File: src/rtl/tct_pkg.sv
// Package for the touch contact tracker: field widths, the event kind and
// sequencer state types, the slot record and the divider status struct.
// Used by the divider, the tracker and the testbench; depends on nothing else.
`default_nettype none

package tct_pkg;

    localparam int ID_W    = 64;
    localparam int POS_W   = 16;
    localparam int TIME_W  = 48;
    localparam int DUR_W   = 39;
    localparam int COUNT_W = 32;

    localparam int NUM_SLOTS_DEF    = 16;
    localparam int TICKS_PER_MS_DEF = 1000;

    typedef enum logic [1:0] {
        KIND_DOWN  = 2'd0,
        KIND_MOVE  = 2'd1,
        KIND_UP    = 2'd2,
        KIND_OTHER = 2'd3
    } req_kind_t;

    typedef enum logic [2:0] {
        ST_IDLE,
        ST_SCAN,
        ST_DECIDE,
        ST_DIVIDE,
        ST_EMIT
    } tct_state_t;

    typedef struct packed {
        logic [ID_W-1:0]          owner;
        logic signed [POS_W-1:0]  start_x;
        logic signed [POS_W-1:0]  start_y;
        logic [TIME_W-1:0]        start_time;
        logic [COUNT_W-1:0]       count;
    } slot_rec_t;

    typedef struct packed {
        logic busy;
        logic done;
    } tct_div_stat_t;

endpackage

`default_nettype wire

File: src/rtl/tct_ram.sv
// Generic single-write, single-read RAM with a registered read port.
// Holds the per-slot contact records; depends on nothing else.
`default_nettype none

module tct_ram #(
    parameter int WIDTH = 8,
    parameter int DEPTH = 16,
    parameter int AW    = (DEPTH > 1) ? $clog2(DEPTH) : 1
) (
    input  wire logic             clk,
    input  wire logic             we,
    input  wire logic [AW-1:0]    waddr,
    input  wire logic [WIDTH-1:0] wdata,
    input  wire logic [AW-1:0]    raddr,
    output logic      [WIDTH-1:0] rdata
);

    logic [WIDTH-1:0] mem_reg [DEPTH];
    logic [WIDTH-1:0] rdata_reg;

    always_ff @(posedge clk)
    begin
        if (we)
        begin
            mem_reg[waddr] <= wdata;
        end
        rdata_reg <= mem_reg[raddr];
    end

    assign rdata = rdata_reg;

endmodule

`default_nettype wire

File: src/rtl/tct_div.sv
// Constant divider by reciprocal multiplication: one shared multiplier adds
// four partial products into an accumulator in turn.
// Turns elapsed ticks into milliseconds; depends on tct_pkg.
`default_nettype none

module tct_div
    import tct_pkg::*;
#(
    parameter int DIVISOR = TICKS_PER_MS_DEF,
    parameter int DW      = TIME_W
) (
    input  wire logic          clk,
    input  wire logic          rst_n,
    input  wire logic          start,
    input  wire logic [DW-1:0] dividend,
    output logic      [DW-1:0] quotient,
    output tct_div_stat_t      stat
);

    localparam int L     = $clog2(DIVISOR);
    localparam int SHIFT = DW + L;
    localparam int MW    = DW + 1;
    localparam int PW    = 2 * DW + L + 2;
    localparam int NLW   = DW / 2;
    localparam int NHW   = DW - NLW;
    localparam int MLW   = (MW + 1) / 2;
    localparam logic [127:0] MAGIC_WIDE =
        ((128'd1 << SHIFT) + 128'(DIVISOR - 1)) / 128'(DIVISOR);
    localparam logic [MW-1:0] MAGIC = MAGIC_WIDE[MW-1:0];

    logic [DW-1:0]      num_reg, num_next;
    logic [PW-1:0]      acc_reg, acc_next;
    logic [1:0]         step_reg, step_next;
    logic               busy_reg, busy_next;
    logic               done_reg, done_next;
    logic [NHW-1:0]     mul_a;
    logic [MLW-1:0]     mul_b;
    logic [NHW+MLW-1:0] prod;
    logic [PW-1:0]      part;

    assign mul_a = step_reg[1] ? num_reg[DW-1:NLW] : NHW'(num_reg[NLW-1:0]);
    assign mul_b = step_reg[0] ? MLW'(MAGIC[MW-1:MLW]) : MAGIC[MLW-1:0];
    assign prod  = mul_a * mul_b;

    always_comb
    begin
        unique case (step_reg)
            2'd0:
            begin
                part = PW'(prod);
            end
            2'd1:
            begin
                part = PW'(prod) << MLW;
            end
            2'd2:
            begin
                part = PW'(prod) << NLW;
            end
            2'd3:
            begin
                part = PW'(prod) << (NLW + MLW);
            end
        endcase
    end

    always_comb
    begin
        num_next  = num_reg;
        acc_next  = acc_reg;
        step_next = step_reg;
        busy_next = busy_reg;
        done_next = 1'b0;
        if (start)
        begin
            num_next  = dividend;
            acc_next  = '0;
            step_next = '0;
            busy_next = 1'b1;
        end
        else if (busy_reg)
        begin
            acc_next  = acc_reg + part;
            step_next = step_reg + 1'b1;
            if (step_reg == 2'd3)
            begin
                busy_next = 1'b0;
                done_next = 1'b1;
            end
        end
    end

    always_ff @(posedge clk or negedge rst_n)
    begin
        if (!rst_n)
        begin
            step_reg <= '0;
            busy_reg <= 1'b0;
            done_reg <= 1'b0;
        end
        else
        begin
            step_reg <= step_next;
            busy_reg <= busy_next;
            done_reg <= done_next;
        end
    end

    always_ff @(posedge clk)
    begin
        num_reg <= num_next;
        acc_reg <= acc_next;
    end

    assign quotient  = acc_reg[SHIFT +: DW];
    assign stat.busy = busy_reg;
    assign stat.done = done_reg;

endmodule

`default_nettype wire

File: src/rtl/touch_contact_tracker.sv
// Touch contact tracker: an event is taken while the block is idle, then the
// slot table is scanned one slot per cycle through the single read port of the
// slot memory, and an up event then runs through the four-step reciprocal
// multiplier that turns ticks into milliseconds. An event of the ignored kind
// is taken while idle and leaves the block idle.
// A finished summary waits in the output register while the next event runs;
// an up event that finishes while that register is still held waits in its
// emit step, with the input stalled, until the register is taken.
`default_nettype none

module touch_contact_tracker
    import tct_pkg::*;
#(
    parameter int NUM_SLOTS    = NUM_SLOTS_DEF,
    parameter int TICKS_PER_MS = TICKS_PER_MS_DEF
) (
    input  wire logic                     clk,
    input  wire logic                     rst_n,
    input  wire logic                     evt_valid,
    output logic                          evt_stall,
    input  wire logic [1:0]               req_type,
    input  wire logic [ID_W-1:0]          contact_id,
    input  wire logic signed [POS_W-1:0]  pos_x,
    input  wire logic signed [POS_W-1:0]  pos_y,
    input  wire logic [TIME_W-1:0]        timestamp,
    output logic                          sum_valid,
    input  wire logic                     sum_stall,
    output logic [ID_W-1:0]               done_id,
    output logic signed [POS_W-1:0]       first_x,
    output logic signed [POS_W-1:0]       first_y,
    output logic signed [POS_W-1:0]       last_x,
    output logic signed [POS_W-1:0]       last_y,
    output logic [DUR_W-1:0]              elapsed_ms,
    output logic [COUNT_W-1:0]            samples
);

    localparam int IW = (NUM_SLOTS > 1) ? $clog2(NUM_SLOTS) : 1;
    localparam int CW = $clog2(NUM_SLOTS + 1);

    tct_state_t state_reg, state_next;

    logic [NUM_SLOTS-1:0] busy_reg, busy_next;
    logic [CW-1:0]        idx_reg, idx_next;
    logic [IW-1:0]        cmp_idx_reg, cmp_idx_next;
    logic                 rd_pend_reg, rd_pend_next;
    logic                 found_reg, found_next;
    logic                 free_found_reg, free_found_next;
    logic [IW-1:0]        match_slot_reg, match_slot_next;
    logic [IW-1:0]        free_slot_reg, free_slot_next;
    logic                 sum_valid_reg, sum_valid_next;

    req_kind_t               kind_reg, kind_next;
    logic [ID_W-1:0]         id_reg, id_next;
    logic signed [POS_W-1:0] x_reg, x_next;
    logic signed [POS_W-1:0] y_reg, y_next;
    logic [TIME_W-1:0]       t_reg, t_next;
    logic signed [POS_W-1:0] hold_x_reg, hold_x_next;
    logic signed [POS_W-1:0] hold_y_reg, hold_y_next;
    logic [TIME_W-1:0]       hold_t_reg, hold_t_next;
    logic [COUNT_W-1:0]      hold_cnt_reg, hold_cnt_next;

    logic [ID_W-1:0]         out_id_reg, out_id_next;
    logic signed [POS_W-1:0] out_fx_reg, out_fx_next;
    logic signed [POS_W-1:0] out_fy_reg, out_fy_next;
    logic signed [POS_W-1:0] out_lx_reg, out_lx_next;
    logic signed [POS_W-1:0] out_ly_reg, out_ly_next;
    logic [DUR_W-1:0]        out_dur_reg, out_dur_next;
    logic [COUNT_W-1:0]      out_cnt_reg, out_cnt_next;

    slot_rec_t     rd_rec;
    slot_rec_t     wr_rec;
    logic          ram_we;
    logic [IW-1:0] slot_sel;
    logic          accept;
    logic          issue;
    logic          hit;
    logic          last_cmp;
    logic          restart;
    logic          drop;
    logic          is_up;
    logic          out_free;
    logic          div_start;
    logic [TIME_W-1:0]  t_sel;
    logic [TIME_W:0]    t_diff;
    logic [TIME_W-1:0]  elapsed;
    logic [COUNT_W-1:0] cnt_base;
    logic [COUNT_W-1:0] cnt_new;
    logic [TIME_W-1:0]  quotient;
    logic [DUR_W-1:0]   dur_sat;
    tct_div_stat_t      div_stat;

    assign accept   = evt_valid && !evt_stall;
    assign issue    = (idx_reg < CW'(NUM_SLOTS));
    assign hit      = rd_pend_reg && busy_reg[cmp_idx_reg] && (rd_rec.owner == id_reg);
    assign last_cmp = rd_pend_reg && (cmp_idx_reg == IW'(NUM_SLOTS - 1));
    assign is_up    = (kind_reg == KIND_UP);
    assign restart  = (kind_reg == KIND_DOWN) || !found_reg;
    assign drop     = !found_reg && !free_found_reg;
    assign slot_sel = found_reg ? match_slot_reg : free_slot_reg;
    assign out_free = !sum_valid_reg || !sum_stall;

    assign t_sel    = restart ? t_reg : hold_t_reg;
    assign t_diff   = {1'b0, t_reg} - {1'b0, t_sel};
    assign elapsed  = t_diff[TIME_W] ? '0 : t_diff[TIME_W-1:0];
    assign cnt_base = restart ? '0 : hold_cnt_reg;
    assign cnt_new  = (cnt_base == '1) ? cnt_base : cnt_base + 1'b1;
    assign dur_sat  = (|quotient[TIME_W-1:DUR_W]) ? '1 : quotient[DUR_W-1:0];

    assign wr_rec.owner      = id_reg;
    assign wr_rec.start_x    = restart ? x_reg : hold_x_reg;
    assign wr_rec.start_y    = restart ? y_reg : hold_y_reg;
    assign wr_rec.start_time = t_sel;
    assign wr_rec.count      = cnt_new;

    assign ram_we    = (state_reg == ST_DECIDE) && !drop && !is_up;
    assign div_start = (state_reg == ST_DECIDE) && !drop && is_up;

    tct_ram #(
        .WIDTH ($bits(slot_rec_t)),
        .DEPTH (NUM_SLOTS),
        .AW    (IW)
    ) u_slot_ram (
        .clk   (clk),
        .we    (ram_we),
        .waddr (slot_sel),
        .wdata (wr_rec),
        .raddr (idx_reg[IW-1:0]),
        .rdata (rd_rec)
    );

    tct_div #(
        .DIVISOR (TICKS_PER_MS),
        .DW      (TIME_W)
    ) u_div (
        .clk      (clk),
        .rst_n    (rst_n),
        .start    (div_start),
        .dividend (elapsed),
        .quotient (quotient),
        .stat     (div_stat)
    );

    always_comb
    begin
        state_next = state_reg;
        unique case (state_reg)
            ST_IDLE:
            begin
                if (accept && (req_kind_t'(req_type) != KIND_OTHER))
                begin
                    state_next = ST_SCAN;
                end
            end
            ST_SCAN:
            begin
                if (last_cmp)
                begin
                    state_next = ST_DECIDE;
                end
            end
            ST_DECIDE:
            begin
                state_next = (!drop && is_up) ? ST_DIVIDE : ST_IDLE;
            end
            ST_DIVIDE:
            begin
                if (div_stat.done)
                begin
                    state_next = ST_EMIT;
                end
            end
            ST_EMIT:
            begin
                if (out_free)
                begin
                    state_next = ST_IDLE;
                end
            end
            default:
            begin
                state_next = ST_IDLE;
            end
        endcase
    end

    always_comb
    begin
        busy_next       = busy_reg;
        idx_next        = idx_reg;
        cmp_idx_next    = cmp_idx_reg;
        rd_pend_next    = 1'b0;
        found_next      = found_reg;
        free_found_next = free_found_reg;
        match_slot_next = match_slot_reg;
        free_slot_next  = free_slot_reg;
        kind_next       = kind_reg;
        id_next         = id_reg;
        x_next          = x_reg;
        y_next          = y_reg;
        t_next          = t_reg;
        hold_x_next     = hold_x_reg;
        hold_y_next     = hold_y_reg;
        hold_t_next     = hold_t_reg;
        hold_cnt_next   = hold_cnt_reg;
        out_id_next     = out_id_reg;
        out_fx_next     = out_fx_reg;
        out_fy_next     = out_fy_reg;
        out_lx_next     = out_lx_reg;
        out_ly_next     = out_ly_reg;
        out_dur_next    = out_dur_reg;
        out_cnt_next    = out_cnt_reg;
        sum_valid_next  = sum_valid_reg && sum_stall;
        unique case (state_reg)
            ST_IDLE:
            begin
                evt_stall       = 1'b0;
                idx_next        = '0;
                found_next      = 1'b0;
                free_found_next = 1'b0;
                if (accept)
                begin
                    kind_next = req_kind_t'(req_type);
                    id_next   = contact_id;
                    x_next    = pos_x;
                    y_next    = pos_y;
                    t_next    = timestamp;
                end
            end
            ST_SCAN:
            begin
                evt_stall = 1'b1;
                if (issue)
                begin
                    idx_next     = idx_reg + 1'b1;
                    cmp_idx_next = idx_reg[IW-1:0];
                    rd_pend_next = 1'b1;
                end
                if (hit && !found_reg)
                begin
                    found_next      = 1'b1;
                    match_slot_next = cmp_idx_reg;
                    hold_x_next     = rd_rec.start_x;
                    hold_y_next     = rd_rec.start_y;
                    hold_t_next     = rd_rec.start_time;
                    hold_cnt_next   = rd_rec.count;
                end
                if (rd_pend_reg && !busy_reg[cmp_idx_reg] && !free_found_reg)
                begin
                    free_found_next = 1'b1;
                    free_slot_next  = cmp_idx_reg;
                end
            end
            ST_DECIDE:
            begin
                evt_stall = 1'b1;
                if (!drop)
                begin
                    busy_next[slot_sel] = !is_up;
                    hold_x_next         = wr_rec.start_x;
                    hold_y_next         = wr_rec.start_y;
                    hold_cnt_next       = cnt_new;
                end
            end
            ST_DIVIDE:
            begin
                evt_stall = 1'b1;
            end
            ST_EMIT:
            begin
                evt_stall = 1'b1;
                if (out_free)
                begin
                    sum_valid_next = 1'b1;
                    out_id_next    = id_reg;
                    out_fx_next    = hold_x_reg;
                    out_fy_next    = hold_y_reg;
                    out_lx_next    = x_reg;
                    out_ly_next    = y_reg;
                    out_dur_next   = dur_sat;
                    out_cnt_next   = hold_cnt_reg;
                end
            end
            default:
            begin
                evt_stall = 1'b1;
            end
        endcase
    end

    always_ff @(posedge clk or negedge rst_n)
    begin
        if (!rst_n)
        begin
            state_reg      <= ST_IDLE;
            busy_reg       <= '0;
            idx_reg        <= '0;
            rd_pend_reg    <= 1'b0;
            found_reg      <= 1'b0;
            free_found_reg <= 1'b0;
            sum_valid_reg  <= 1'b0;
        end
        else
        begin
            state_reg      <= state_next;
            busy_reg       <= busy_next;
            idx_reg        <= idx_next;
            rd_pend_reg    <= rd_pend_next;
            found_reg      <= found_next;
            free_found_reg <= free_found_next;
            sum_valid_reg  <= sum_valid_next;
        end
    end

    always_ff @(posedge clk)
    begin
        cmp_idx_reg    <= cmp_idx_next;
        match_slot_reg <= match_slot_next;
        free_slot_reg  <= free_slot_next;
        kind_reg       <= kind_next;
        id_reg         <= id_next;
        x_reg          <= x_next;
        y_reg          <= y_next;
        t_reg          <= t_next;
        hold_x_reg     <= hold_x_next;
        hold_y_reg     <= hold_y_next;
        hold_t_reg     <= hold_t_next;
        hold_cnt_reg   <= hold_cnt_next;
        out_id_reg     <= out_id_next;
        out_fx_reg     <= out_fx_next;
        out_fy_reg     <= out_fy_next;
        out_lx_reg     <= out_lx_next;
        out_ly_reg     <= out_ly_next;
        out_dur_reg    <= out_dur_next;
        out_cnt_reg    <= out_cnt_next;
    end

    assign sum_valid  = sum_valid_reg;
    assign done_id    = out_id_reg;
    assign first_x    = out_fx_reg;
    assign first_y    = out_fy_reg;
    assign last_x     = out_lx_reg;
    assign last_y     = out_ly_reg;
    assign elapsed_ms = out_dur_reg;
    assign samples    = out_cnt_reg;

    // A new summary can only come out of the emit step.
    assert property (@(posedge clk) disable iff (!rst_n)
        $rose(sum_valid_reg) |-> $past(state_reg == ST_EMIT))
        else $error("summary raised outside the emit step");

    // The divider runs and finishes only while the sequencer waits for it.
    assert property (@(posedge clk) disable iff (!rst_n)
        (div_stat.busy || div_stat.done) |-> (state_reg == ST_DIVIDE))
        else $error("divider active outside the divide step");

    // Slot occupancy changes only as the result of a decision.
    assert property (@(posedge clk) disable iff (!rst_n)
        !$stable(busy_reg) |-> $past(state_reg == ST_DECIDE))
        else $error("slot busy bits changed outside the decide step");

endmodule

`default_nettype wire

File: config.mk
export PLATFORM = sky130hd
export DESIGN_NAME = touch_contact_tracker
export DESIGN_NICKNAME = d
export VERILOG_FILES = /design/src/rtl/tct_pkg.sv /design/src/rtl/tct_ram.sv /design/src/rtl/tct_div.sv /design/src/rtl/touch_contact_tracker.sv
export SDC_FILE = /design/constraint.sdc
export NUM_CORES = 2
export LEC_CHECK = 0
export BUFFER_PORTS_ARGS = -buffer_cell sky130_fd_sc_hd__buf_2
export CAP_MARGIN = 20
export CELL_PAD_IN_SITES_DETAIL_PLACEMENT = 0
export CELL_PAD_IN_SITES_GLOBAL_PLACEMENT = 1
export CORE_MARGIN = 4
export CORE_UTILIZATION = 55
export CTS_CLUSTER_SIZE = 40
export DETAILED_ROUTE_END_ITERATION = 6
export GPL_ROUTABILITY_DRIVEN = 1
export GPL_TIMING_DRIVEN = 0
export PLACE_DENSITY = 0.89
export SYNTH_ARGS = -nofsm -noshare
export SYNTH_HDL_FRONTEND = slang
export SYNTH_SLANG_ARGS = --single-unit
File: constraint.sdc
create_clock -name clk -period 13.21 [get_ports clk]
set_input_delay 2.642 -clock clk [delete_from_list [all_inputs] [get_ports clk]]
set_output_delay 2.642 -clock clk [all_outputs]
set_load 0.02 [all_outputs]
# After elaboration in Yosys (flattened, before gate mapping)
# Memory sizes are Yosys's and may differ from the RTL's. A register that Yosys moved wholly into a read port is not among the register bits.
# Cells that the tools add are included.
# W data, S select, Z words.
# op_classes
addsub,5
mul,1
div,0
magnitude_cmp,4
eq_ne,20
n_shift,0
n_mux,50
bitwise,1
reduce_logical,42
# ops
operator,count
$pmux W108 S4,1
$mux W32,4
$add A108 B108 Y108,1
$mux W16,6
$eq A64 B64 Y1,1
$pmux W16 S2,2
$pmux W32 S2,1
$mul A24 B25 Y49,1
$sub A48 B48 Y49,1
$mux W48,1
$add A32 B1 Y32 const B,1
$eq A32 B32 Y1 const B,1
$mux W25,1
$mux W24,1
$reduce_and A2 Y1,9
$mux W1,17
$bwmux W16,1
$logic_and A1 B1 Y1,15
$pmux W3 S5,1
$ne A2 B2 Y1 const B,7
$mux W3,4
$lt A4 B5 Y1 const B,2
$pmux W5 S2,1
$reduce_or A9 Y1,1
25 further kinds,42
# totals
regBits,657
latch_bits,0
mem_bits_rw,2816
mem_bits_ro,0
input_bits,150
out_inout_bits,201
wordCells,155
n_memories,1
# memory_table
name,words,width,read_ports,rd_clocked_by_memory_dff,write_ports,line_no,rtl
u_slot_ram.mem_reg,16,176,1,1,1,tct_ram.sv:18,logic [WIDTH-1:0] mem_reg [DEPTH];

# Longest topological paths before layout
# logic_depth
word_depth,7
mapped_depth,45
mapped_depth_nobuf,41

# Modules after synthesis
# A second synthesis with hierarchy kept.
# unflattened
cells_unflattened,9594
area_unflattened_um2,158844.8
# modules_own_cells
mod,n_inst,cells_per_inst,area_per_inst_um2,seq_area_each_um2
tct_ram,1,4601,109134.7,88084.5
tct_div,1,3060,26329.0,3643.5
touch_contact_tracker,1,1933,23381.2,14784.2

# Least setup slack after synthesis
# No wires, ideal clock.
# synth_timing
path_kind,in2reg
start,input port sum_stall
end,"register out_id_reg[0] (netlist: done_id[0]), enable pin"
setup_time_ns,0.825
arrival_ns,11.975
t_required_ns,12.385
setup_slack_ns,0.410
cell_stages,1
n_path_buf,0
path_cell_list,a21oi_1
# synth_via
elab_chain_cells,3
# synth_lines
element,line_no,rtl
from (decl),touch_contact_tracker.sv:27,"input wire logic sum_stall,"
$logic_not A1 Y1,touch_contact_tracker.sv:100,assign out_free = !sum_valid_reg || !sum_stall;
$logic_or A1 B1 Y1,touch_contact_tracker.sv:100,
$reduce_and A2 Y1 (no line),-,
to (signal assigned),touch_contact_tracker.sv:328,out_id_reg <= out_id_next;
to (decl),touch_contact_tracker.sv:62,"logic [ID_W-1:0] out_id_reg, out_id_next;"
# Every way passes these cells.
# A chain may end at the register's enable or synchronous reset.

# Worst setup path in the final report
# layout_timing
start,register u_div.step_reg[1]
end,register u_div.acc_reg[92]
# layout_via
elab_chain_cells,4
elab_cells_between_ends,8
classes_between,add/sub: 1; mul: 1; eq/ne: 3; mux: 2; reduce/logical: 1
# layout_lines
element,line_no,rtl
from (decl),tct_div.sv:33,"logic [1:0] step_reg, step_next;"
from (signal assigned),tct_div.sv:103,step_reg <= step_next;
$mux W24,tct_div.sv:41,assign mul_a = step_reg[1] ? num_reg[DW-1:NLW] : NHW'(num_reg[NLW-1:0]);
$mul A24 B25 Y49,tct_div.sv:43,assign prod = mul_a * mul_b;
$pmux W108 S4 (*),tct_div.sv:47,unique case (step_reg)
$add A108 B108 Y108 (*),tct_div.sv:83,acc_next = acc_reg + part;
to (signal assigned),tct_div.sv:112,acc_reg <= acc_next;
to (decl),tct_div.sv:32,"logic [PW-1:0] acc_reg, acc_next;"
# Every way passes the cells marked *; elsewhere a longest branch is shown, timed or not. The select of a mux whose other input is x is not followed.

==> results.py <==
metrics = {
    "sta": {
        "rsz0062_at_grt": "true",
        "hold_viol": 0,
        "worst_slew_pin_slew_ps": 1260,
        "max_slew_margin": 0.148,
        "slew_viol_final": 0,
        "fin_crit_sh": 0.978,
        "fin_crit_ps": 12920,
        "layout_setup_ws_ps": 290,
        "setup_viol": 0,
        "fin_skew_ps": 108,
        "fmax_mhz": 77.4,
    },
    "routing": {
        "routed_wl_um": 490000,
        "wl_met1_um": 162000,
        "drc": 18,
        "wl_met2_um": 231000,
        "avgRoutedWirePerCell_um": 35.3,
        "drt-initial-drc-count": 16400,
        "vias_per_cell": 6.80,
        "ant_nets": 0,
        "vias": 94400,
        "wl_met3_um": 62000,
        "topRoutingLayerUsed": "met5",
        "dr.pass1.iters": 7,
    },
    "synth": {
        "yosys_warnings": 0,
        "synth_xor_area_frac": 0.0139,
        "yosys.area_share.simple": 0.0351,
        "synthAdderAreaFrac": 0.0717,
        "synth.distinct_cells": 95,
        "synth_cells": 8799,
        "syn_area_um2": 157000,
        "synth_edf_count": 3333,
        "synthMuxAreaShare": 0.136,
        "avgSynthCellArea_um2": 17.8,
        "synth_top_family_by_area": "multiplexers",
        "synth-seq-cells": 3646,
        "ys_async_sr_fraction": 0.00878,
        "synth_seq_area_share": 0.679,
        "synth_compound_area_frac": 0.0392,
        "synthFlopType": "edfxtp_1",
    },
    "placement": {
        "portBuffers": 350,
        "place_inst": 13100,
        "place_worst_setup_slack_ps": -753,
        "gp_congestion": 0.931,
        "hpwl_um": 292000,
    },
    "clock_network": {
        "clock_sinks": 3646,
        "cts_buffers": 356,
        "clk_path_buf_depth": 4,
        "clk_latency_ps": 990,
        "cts_tree": "done",
        "postCtsHoldBufs": 0,
        "htreeDepth": 5,
        "cts.root.buffer_cell": "clkbuf_16",
        "path_clk_slew_ps": 70,
    },
    "setup_path": {
        "cp_common_cell": "fa_1",
        "cp_max_fo": 10,
        "cp_slowest_cell": "mux2i_1",
        "slowest_delay_ps": 870,
        "required_ps": 13950,
        "path_class": "flop to flop",
        "critPathCaptureType": "flop",
        "critPathArrivalTime_ps": 13660,
        "cp-start-kind": "flop",
    },
    "global_routing": {
        "grt_start_max_net_pins": 62,
        "grt_usage": 0.322,
        "globalRouteOverflowTotal": 0,
        "antenna_found_initial": 19,
        "grt_pass1_vias": 93700,
        "grt_pass1_wl_um": 680000,
    },
    "status": {
        "violations": "DRC",
        "status": "finished, violations left",
    },
    "layout": {
        "syn_to_final_growth_pct": 15.4,
        "drive_gt1_frac": 0.220,
        "fin_nets": 10700,
        "stdcell_count": 13900,
        "postLayoutCoreUtil": 0.639,
        "largest_reg_flops": 2816,
    },
    "job": {
        "maxCapViolations": 0,
    },
    "floorplan": {
        "core-area_um2": 283000,
        "dieWidth_um": 542,
        "start_util": 0.554,
        "row_count": 195,
        "ios": 351,
        "die_area_um2": 294000,
        "die-height_um": 542,
    },
    "worst_hold_path": {
        "min_path_type": "flop to flop",
    },
}
[layout make-up]
| class | count | area, µm² |
|---|---|---|
| buffer | 385 | 1500 |
| inverter | 632 | 2370 |
| multi-input combinational | 4164 | 46800 |
| fill | 18000 | 102000 |
| antenna | 13 | 32.5 |
| clock buffer | 481 | 10000 |
| clock inverter | 180 | 2080 |
| tap | 3743 | 4680 |
| timing repair buffer | 630 | 6870 |
| sequential | 3646 | 107000 |
[through the flow]
stage | hold slack [ps] | cell area [µm²] | TNS, ps
5_1_grt | 392 | 181000 | -4.56
3_5_place_dp | 389 | 167000 | -5690
3_3_place_gp | 388 | 163000 | -
4_1_cts | 382 | 180000 | 0
6_report | 375 | 181000 | 0
2_1_floorplan | 386 | 157000 | 0
[cells in the mapped netlist (all sizes together), types with 31 or more instances]
master,number,area share
dfrtp,32,0.0051
xnor2,139,0.0078
clkbuf,319,0.0076
o21ai,201,0.0064
mux2i,135,0.0086
nand4,83,0.0033
ha,430,0.034
xor2,109,0.0061
edfxtp,3333,0.64
o21bai,35,0.0017
nand3,46,0.0015
a21oi,251,0.0081
fa,293,0.037
or2,55,0.0022
buf,66,0.0018
a31oi,57,0.0024
nor2b,31,0.0012
inv,631,0.015
nor3,50,0.0017
mux4,885,0.13
and2,46,0.0018
nand2,385,0.0092
dfxtp,281,0.036
o31ai,39,0.0020
a21o,129,0.0062
nor2,394,0.0094
[final timing paths]
path,startpoint,endpoint,slack (ps),cells after the start
max reg2reg,u_div.step_reg[1],u_div.acc_reg[92],290,38
min,u_slot_ram.rdata[56],hold_t_reg[24],380,0
max,u_div.step_reg[1],u_div.acc_reg[92],290,38
min in group asynchronous,rst_n,u_div.busy_reg,1860,1
max in group asynchronous,rst_n,u_div.step_reg[0],10660,1
min reg2reg,u_slot_ram.rdata[56],hold_t_reg[24],380,0
[critical path: cells and delay by family (launching register included)]
family,cells,cell delay [ps]
DFF,1,480
AOI/OAI and AO/OA,13,4090
xor gates and xnor gates,2,570
muxes,1,870
buffers and inverters,9,1820
and+or+nand+nor,4,840
adders and majority gates,9,4050
[layout by cell type, fill, tap and decap left out, drive strengths merged, types with 201 or more instances in the layout]
cell type,netlist,routed
dfxtp,281,281
clkbuf,319,800
mux4,885,885
nand2,385,385
inv,631,641
fa,293,293
a21oi,251,251
buf,66,696
edfxtp,3333,3333
o21ai,201,201
ha,430,430
nor2,394,394
[logic make-up after synthesis]
kind of cell	count (synthesis)
other	2
AND/OR/NAND/NOR	1199
XOR/XNOR	248
buffers and inverters	1017
AO/OA/AOI/OAI	937
flip-flops	3646
multiplexers	1027
adder cells (fa/ha/maj)	723
[per-layer routing]
metal  global-route usage  vias to the layer above
met5                    0                        -
met4                0.180                       10
met3               0.0771                     1881
met2                0.507                     8870
met1                0.415                    47300
li1                     -                    36300
[repair_timing]
| item | 4_1_cts | 5_1_grt |
|---|---|---|
| buffers inserted | 0 | 1 |
| resized for setup | 7 | 26 |
| endpoints found under the setup margin | 25 | 18 |
Power is not shown: default switching activity piles up to over one toggle a cycle in this logic, so the estimate is an artifact.
